### config.mk
export PLATFORM = sky130hd
export DESIGN_NAME = optimistic_tx_conflict_check
export DESIGN_NICKNAME = d
export VERILOG_FILES = /design/src/sv/otcc_pkg.sv /design/src/sv/optimistic_tx_conflict_check.sv
export VERILOG_INCLUDE_DIRS = /design/src /design/src/sv
export SDC_FILE = /design/constraint.sdc
export NUM_CORES = 2
export LEC_CHECK = 0
export BUFFER_PORTS_ARGS = -buffer_cell sky130_fd_sc_hd__buf_2
export CORE_AREA = 3 3 378 753
export DETAILED_ROUTE_END_ITERATION = 10
export DIE_AREA = 0 0 381 756
export GPL_TIMING_DRIVEN = 0
export PLACE_DENSITY = 0.51
export REMOVE_ABC_BUFFERS = 1
export SLEW_MARGIN = 20
export SYNTH_ARGS = -nofsm -noshare
export SYNTH_HDL_FRONTEND = slang
export SYNTH_SLANG_ARGS = --single-unit
### constraint.sdc
create_clock -name i_clk -period 5.8 [get_ports i_clk]
set_input_delay 0.58 -clock i_clk [delete_from_list [all_inputs] [get_ports i_clk]]
set_output_delay 0.58 -clock i_clk [all_outputs]
set_load 0.03 [all_outputs]
### src/sv/optimistic_tx_conflict_check_defines.svh
// ----------------------------------------------------------------------------
// optimistic_tx_conflict_check_defines
// assertion macros shared by the conflict checker rtl
// ----------------------------------------------------------------------------
`ifndef OPTIMISTIC_TX_CONFLICT_CHECK_DEFINES_SVH
`define OPTIMISTIC_TX_CONFLICT_CHECK_DEFINES_SVH

// same-cycle implication, clocked on i_clk, off during reset
`define OTCC_ASSERT_NOW(label, ante, cons, msg) \
    label: assert property (@(posedge i_clk) disable iff (!i_rst_n) \
        (ante) |-> (cons)) else $error(msg);

// next-cycle implication, clocked on i_clk, off during reset
`define OTCC_ASSERT_NEXT(label, ante, cons, msg) \
    label: assert property (@(posedge i_clk) disable iff (!i_rst_n) \
        (ante) |=> (cons)) else $error(msg);

`endif

### src/sv/otcc_pkg.sv
// ----------------------------------------------------------------------------
// otcc_pkg
// transaction and result types of the optimistic conflict checker
// ----------------------------------------------------------------------------
`default_nettype none

package otcc_pkg;

    typedef enum logic [1:0] {
        MODE_BEGIN  = 2'd0,
        MODE_READ   = 2'd1,
        MODE_WRITE  = 2'd2,
        MODE_COMMIT = 2'd3
    } t_mode;

    typedef enum logic [2:0] {
        OUT_DONE      = 3'd0,
        OUT_NOT_LIVE  = 3'd1,
        OUT_COMMITTED = 3'd2,
        OUT_ABORTED   = 3'd3,
        OUT_NO_FREE   = 3'd4
    } t_outcome;

    typedef struct packed {
        t_mode      mode;
        logic [3:0] tx_slot;
        logic [5:0] item;
    } t_cmd;

    typedef struct packed {
        t_outcome   outcome;
        logic [3:0] given_slot;
    } t_res;

endpackage

`default_nettype wire

### src/sv/optimistic_tx_conflict_check.sv
// ----------------------------------------------------------------------------
// optimistic_tx_conflict_check
// forward optimistic concurrency control tracker: slot allocation, read and
// write set bitmaps, and a commit check against the other live transactions
// a slot that is not live is answered in the cycle after accept; read and write
//   pass through ST_RMW, begin walks ST_BEGIN from slot 0 up to the lowest free
//   slot (or the last slot with none free), and commit runs ST_CMT_SCAN, ST_CMT_LAST
// busy is low while the result strobe is shown, so the next transaction can be taken
//   at the edge that ends the result cycle
// commit time is set by the conflict scan, one read-set memory row per cycle
// reset (synchronous, active low) frees every slot; results cannot be stalled
// ----------------------------------------------------------------------------
`default_nettype none

`include "optimistic_tx_conflict_check_defines.svh"

module optimistic_tx_conflict_check #(
    parameter int TX_SLOTS  = 16,
    parameter int NUM_ITEMS = 64
) (
    input  wire logic          i_clk,
    input  wire logic          i_rst_n,
    input  wire logic          start,
    output logic               busy,
    input  wire otcc_pkg::t_cmd i_cmd,
    output logic               o_strobe,
    output otcc_pkg::t_res     o_res
);

    localparam int SLOT_W = $clog2(TX_SLOTS);
    localparam int ITEM_W = (NUM_ITEMS > 1) ? $clog2(NUM_ITEMS) : 1;
    // slot number as wide as both the port field and the slot index
    localparam int EXT_W  = (SLOT_W > 4) ? SLOT_W : 4;

    typedef enum logic [2:0] {
        ST_IDLE,
        ST_RMW,
        ST_BEGIN,
        ST_CMT_SCAN,
        ST_CMT_LAST
    } t_state;

    t_state                 r_state;
    logic [TX_SLOTS-1:0]    r_live;
    otcc_pkg::t_mode        r_mode;
    logic [3:0]             r_tx_slot;
    logic [SLOT_W-1:0]      r_slot;
    logic [5:0]             r_item;
    logic                   r_item_ok;
    logic [SLOT_W-1:0]      r_idx;
    logic [SLOT_W-1:0]      r_cmp_idx;
    logic                   r_cmp_vld;
    logic                   r_conflict;

    // read and write set memories, one row per slot, registered read data
    logic [NUM_ITEMS-1:0]   r_rd_bmap [TX_SLOTS];
    logic [NUM_ITEMS-1:0]   r_wr_bmap [TX_SLOTS];
    logic [NUM_ITEMS-1:0]   r_rd_q;
    logic [NUM_ITEMS-1:0]   r_wr_q;

    logic [EXT_W-1:0]       slot_ext;
    logic                   slot_ok;
    logic                   accept;
    logic [NUM_ITEMS-1:0]   item_bit;
    logic                   hit;
    logic                   last_idx;

    logic [SLOT_W-1:0]      rd_raddr;
    logic [SLOT_W-1:0]      wr_raddr;
    logic                   rd_we;
    logic                   wr_we;
    logic [SLOT_W-1:0]      rd_waddr;
    logic [SLOT_W-1:0]      wr_waddr;
    logic [NUM_ITEMS-1:0]   rd_wdata;
    logic [NUM_ITEMS-1:0]   wr_wdata;

    // result classes seen by the checks at the bottom
    logic                   cmt_res;
    logic                   no_free_res;
    logic                   done_res;
    logic                   begin_take;

    assign busy     = (r_state != ST_IDLE);
    assign accept   = start && !busy;
    assign slot_ext = EXT_W'(i_cmd.tx_slot);
    // slots past the end count as not live
    assign slot_ok  = ({1'b0, slot_ext} < (EXT_W + 1)'(TX_SLOTS))
                      && r_live[slot_ext[SLOT_W-1:0]];
    assign item_bit = NUM_ITEMS'(1) << r_item[ITEM_W-1:0];
    assign last_idx = (r_idx == SLOT_W'(TX_SLOTS - 1));

    // shared compare unit: one other slot's read set against our write set
    assign hit = r_cmp_vld && (r_cmp_idx != r_slot) && r_live[r_cmp_idx]
                 && (|(r_rd_q & r_wr_q));

    // memory port steering
    always_comb begin
        rd_raddr = r_idx;
        wr_raddr = r_slot;
        rd_we    = 1'b0;
        wr_we    = 1'b0;
        rd_waddr = r_slot;
        wr_waddr = r_slot;
        rd_wdata = r_rd_q | item_bit;
        wr_wdata = r_wr_q | item_bit;
        unique case (r_state)
            ST_IDLE: begin
                // prefetch the addressed slot's rows for read, write or commit
                rd_raddr = slot_ext[SLOT_W-1:0];
                wr_raddr = slot_ext[SLOT_W-1:0];
            end
            ST_RMW: begin
                rd_we = r_item_ok && (r_mode == otcc_pkg::MODE_READ);
                wr_we = r_item_ok && (r_mode == otcc_pkg::MODE_WRITE);
            end
            ST_BEGIN: begin
                // a newly allocated slot starts with empty sets
                rd_we    = !r_live[r_idx];
                wr_we    = !r_live[r_idx];
                rd_waddr = r_idx;
                wr_waddr = r_idx;
                rd_wdata = '0;
                wr_wdata = '0;
            end
            ST_CMT_SCAN, ST_CMT_LAST: begin
                rd_raddr = r_idx;
            end
            default: begin
                rd_we = 1'b0;
            end
        endcase
    end

    always_ff @(posedge i_clk) begin
        r_rd_q <= r_rd_bmap[rd_raddr];
        if (rd_we) begin
            r_rd_bmap[rd_waddr] <= rd_wdata;
        end
    end

    always_ff @(posedge i_clk) begin
        r_wr_q <= r_wr_bmap[wr_raddr];
        if (wr_we) begin
            r_wr_bmap[wr_waddr] <= wr_wdata;
        end
    end

    // sequencer, slot live bits and result register
    always_ff @(posedge i_clk) begin
        if (!i_rst_n) begin
            r_state   <= ST_IDLE;
            r_live    <= '0;
            o_strobe  <= 1'b0;
            r_cmp_vld <= 1'b0;
        end else begin
            o_strobe <= 1'b0;
            unique case (r_state)
                ST_IDLE: begin
                    if (accept) begin
                        r_mode     <= i_cmd.mode;
                        r_tx_slot  <= i_cmd.tx_slot;
                        r_slot     <= slot_ext[SLOT_W-1:0];
                        r_item     <= i_cmd.item;
                        r_item_ok  <= ({1'b0, i_cmd.item} < 7'(NUM_ITEMS));
                        r_idx      <= '0;
                        r_cmp_vld  <= 1'b0;
                        r_conflict <= 1'b0;
                        priority if (i_cmd.mode == otcc_pkg::MODE_BEGIN) begin
                            r_state <= ST_BEGIN;
                        end else if (!slot_ok) begin
                            // rejected at once, no state change
                            o_strobe         <= 1'b1;
                            o_res.outcome    <= otcc_pkg::OUT_NOT_LIVE;
                            o_res.given_slot <= i_cmd.tx_slot;
                        end else if (i_cmd.mode == otcc_pkg::MODE_COMMIT) begin
                            r_state <= ST_CMT_SCAN;
                        end else begin
                            r_state <= ST_RMW;
                        end
                    end
                end
                ST_RMW: begin
                    // memory row arrived, write-back set by the steering logic
                    o_strobe         <= 1'b1;
                    o_res.outcome    <= otcc_pkg::OUT_DONE;
                    o_res.given_slot <= r_tx_slot;
                    r_state          <= ST_IDLE;
                end
                ST_BEGIN: begin
                    // walk slots from the bottom until a free one shows up or the last one is full
                    priority if (!r_live[r_idx]) begin
                        r_live[r_idx]    <= 1'b1;
                        o_strobe         <= 1'b1;
                        o_res.outcome    <= otcc_pkg::OUT_DONE;
                        o_res.given_slot <= 4'(r_idx);
                        r_state          <= ST_IDLE;
                    end else if (last_idx) begin
                        o_strobe         <= 1'b1;
                        o_res.outcome    <= otcc_pkg::OUT_NO_FREE;
                        o_res.given_slot <= '0;
                        r_state          <= ST_IDLE;
                    end else begin
                        r_idx <= r_idx + SLOT_W'(1);
                    end
                end
                ST_CMT_SCAN: begin
                    // issue one read-set row per cycle, compare it in the cycle after
                    r_cmp_vld  <= 1'b1;
                    r_cmp_idx  <= r_idx;
                    r_conflict <= r_conflict | hit;
                    if (last_idx) begin
                        r_state <= ST_CMT_LAST;
                    end else begin
                        r_idx <= r_idx + SLOT_W'(1);
                    end
                end
                ST_CMT_LAST: begin
                    // last row compare, then free the slot
                    r_cmp_vld        <= 1'b0;
                    r_live[r_slot]   <= 1'b0;
                    o_strobe         <= 1'b1;
                    o_res.outcome    <= (r_conflict | hit) ? otcc_pkg::OUT_ABORTED
                                                           : otcc_pkg::OUT_COMMITTED;
                    o_res.given_slot <= r_tx_slot;
                    r_state          <= ST_IDLE;
                end
                default: begin
                    r_state <= ST_IDLE;
                end
            endcase
        end
    end

    assign cmt_res     = (o_res.outcome == otcc_pkg::OUT_COMMITTED)
                         || (o_res.outcome == otcc_pkg::OUT_ABORTED);
    assign no_free_res = (o_res.outcome == otcc_pkg::OUT_NO_FREE);
    assign done_res    = (o_res.outcome == otcc_pkg::OUT_DONE);
    assign begin_take  = (r_state == ST_BEGIN) && !r_live[r_idx];

    // a result is only ever shown once the sequencer is back at rest
    `OTCC_ASSERT_NOW(a_strobe_idle, o_strobe, !busy, "result strobe while busy")

    // the committing slot stays live for the whole scan
    `OTCC_ASSERT_NOW(a_scan_live, r_state == ST_CMT_SCAN, r_live[r_slot], "commit slot not live")

    // a finished commit or abort leaves its slot free
    `OTCC_ASSERT_NOW(a_commit_frees, o_strobe && cmt_res, !r_live[r_slot], "slot still live")

    // no free slot is reported only when every slot is taken
    `OTCC_ASSERT_NOW(a_no_free_full, o_strobe && no_free_res, &r_live, "free slot left")

    // a begin that finds a free slot reports it right away
    `OTCC_ASSERT_NEXT(a_begin_live, begin_take, o_strobe && done_res, "begin took no slot")

endmodule

`default_nettype wire

==> out/results.ini <==
[placement]
placed_cells=7797
placed_cell_area_sq_mm=0.0945
gp_congestion=0.887
portBuffers=23
place_ws_ns=0.261
dp_hpwl_mm=151

[power_and_ir_drop]
p_per_area_mw_per_mm2=332
combPwrFrac=0.069
pwr-share-seq=0.548
finalPower_mw=33.4
p_sw_frac=0.218
power.leakage_nw=31.7
p_clk_frac=0.383
max-vdd-ir-drop_uv=211
power.switching_mw=7.27
internal_power_mw=26.1

[finish]
syn2layout_area_growth_pct=20.4
final_common_cell=edfxtp_1
final_cell_mix=2076 x edfxtp_1, 525 x mux4_2, 341 x nor2_1
finalNetCount=4281
fin_util=0.361
final_cell_area_sq_mm=0.101
drive_gt1_frac=0.266
fin_cells=8128

[clocking]
clockBufferDepth=4
clock_latency_ns=0.83
cts-buffers-inserted=180
path_clk_slew_ns=0.07
htreeDepth=4
clock-root-buffer=clkbuf_16
clkSinkCount=2225
tritoncts=done

[floorplanning]
coreArea_sq_mm=0.279
dieArea_sq_mm=0.288
start_util=0.299
die_h_um=756
num_rows=274
die_x_um=381
io_pins=24

[worst_setup_path]
crit_path_max_incr_delay_ns=0.69
crit_top_cell=buf_16
critPathTopFamily=buffers and inverters
critPathSlowestCell=dfxtp_1
cp.buffers_inverters=16
critPathCaptureType=flop
startpoint_type=flop
critPathArrivalTime_ns=5.94
path_max_fanout=14
crit_type=reg -> reg
crit_chain=nor3_4 -> buf_4 -> and2_1 -> a21oi_4 -> buf_16 -> buf_16 -> buf_16 -> buf_16 -> buf_16 -> buf_16 -> buf_16 -> buf_16 -> buf_16 -> buf_16 -> buf_16 -> buf_16 -> buf_16 -> buf_16 -> buf_16 -> mux4_2 -> a22oi_1 -> nand2_1
cp.required_ns=6.49

[detailed_routing]
vias=40400
wl_mm=222
antenna_left=0
drc=0
routedWlPerCell_um=27.4
drt_first_iter_violations=3964
via_per_inst=4.97
dr.pass1.iters=5

[timing]
slew_headroom=0.255
setup_viol=0
tightest_slew_ns=1.11
fin_skew_ns=0.0268
hold_viol=0
drv_slew=0
timing.final.crit_share=0.906
grt_setup_unrepaired=false
tns_ns=0
hold_ws_ns=0.0817
setup_ws_ns=0.547
max_freq_mhz=190
period_needed_ns=5.25

[logic_synthesis]
ys_seq_area_frac=0.782
synthArstFlopShare=0
yosysWarnings=0
synth-main-ff-cell=edfxtp_1
ys_ff_latch=2225
synth_edf_count=2076
ys_types=47
syn_inst=3966
synth.avg_cell_area_sq_um=21.1
synth_area_sq_mm=0.0836

[grt]
grt.overflow.total=0
grt_pass1_vias=43400
grt_use_total=0.153
antenna_found_initial=7
grt_pass1_wl_mm=321
grt_max_degree=24

[status]
status=finished, final reports clean

[run]
cap_viol_max_count=0

[hold_path]
hold_class=in -> reg

==> cells in the mapped netlist, drive strengths merged, types with 5 or more instances <==
master	count	area, sq um
xnor2	7	61.3
nor2b	6	37.5
buf	110	643
nand3	16	80.1
o21ai	29	145
a221oi	16	140
a21oi	15	78.8
nand3b	5	37.5
ha	5	62.6
and2	10	62.6
nand4	6	37.5
a31oi	5	31.3
a22o	16	140
dfxtp	149	2980
nand2	176	661
inv	13	48.8
clkbuf	90	338
edfxtp	2076	62300
mux4	525	11800
o211ai	8	60.1
a22oi	257	1930
nor2	381	1430
nand2b	9	56.3
==> layout make-up <==
type	instances	area [sq um]
diodes	1	2.50
clock buffers	232	4990
clock inverters	90	1050
fillers	25500	178000
inverters	13	48.8
multi-input cells	1528	17600
flip-flops and latches	2225	65300
well taps	3726	4660
repair buffers	313	6930
==> power groups by stage <==
stage	Clock (mW)	Combinational (mW)	Sequential [mW]
floorplan	0	1.86	18.6
global placement	0	3.00	18.8
detailed placement	0	2.34	18.6
CTS	13.1	2.35	18.3
global route	13.6	2.50	18.3
finish	12.8	2.32	18.3
==> registers in the layout, indices dropped and copies added, names as in the netlist <==
signal      count
o_res           7
o_strobe        1
r_cmp_idx       4
r_cmp_vld       1
r_conflict      1
r_idx           4
r_item          6
r_live         16
r_mode          2
r_rd_bmap    1024
r_rd_q         64
r_slot          4
r_state         3
r_wr_bmap    1024
r_wr_q         64
==> per-layer routing <==
layer | up-vias | track usage | part of all wire
met5 | - | 0 | 0.00010
met4 | 4 | 0.0653 | 0.046
met3 | 377 | 0.0170 | 0.042
met2 | 1134 | 0.280 | 0.54
met1 | 21900 | 0.180 | 0.38
li1 | 17000 | - | -
==> what timing repair did <==
item,4_1_cts,5_1_grt
gates resized for setup,0,0
setup buffers,0,1
hold buffers,5,0
endpoints found under the setup margin,0,5
hold endpoints to repair,5,0
==> final timing paths <==
path	from	to	slack, ns	cells past startpoint
min reg2reg	r_live[0]$_SDFFE_PN0P_	r_live[0]$_SDFFE_PN0P_	0.56	2
max	r_state[0]$_SDFFE_PN0P_	r_rd_q[27]$_DFF_P_	0.55	22
min	i_cmd[1]	r_item[1]$_DFFE_PP_	0.08	1
max reg2reg	r_state[0]$_SDFFE_PN0P_	r_rd_q[27]$_DFF_P_	0.55	22
==> kinds of logic (layout without fill, tap and decap cells) <==
logic type,after synthesis,in the layout,share of synthesized area
AO/OA/AOI/OAI,365,365,0.0324
XOR/XNOR,7,7,0.000734
adder cells (fa/ha/maj),5,5,0.000749
buffers and inverters,213,648,0.0123
flip-flops,2225,2225,0.782
multiplexers,529,529,0.142
other,0,1,0
AND/OR/NAND/NOR,622,622,0.0299
Note: power is estimated with default switching activity, not from simulation.
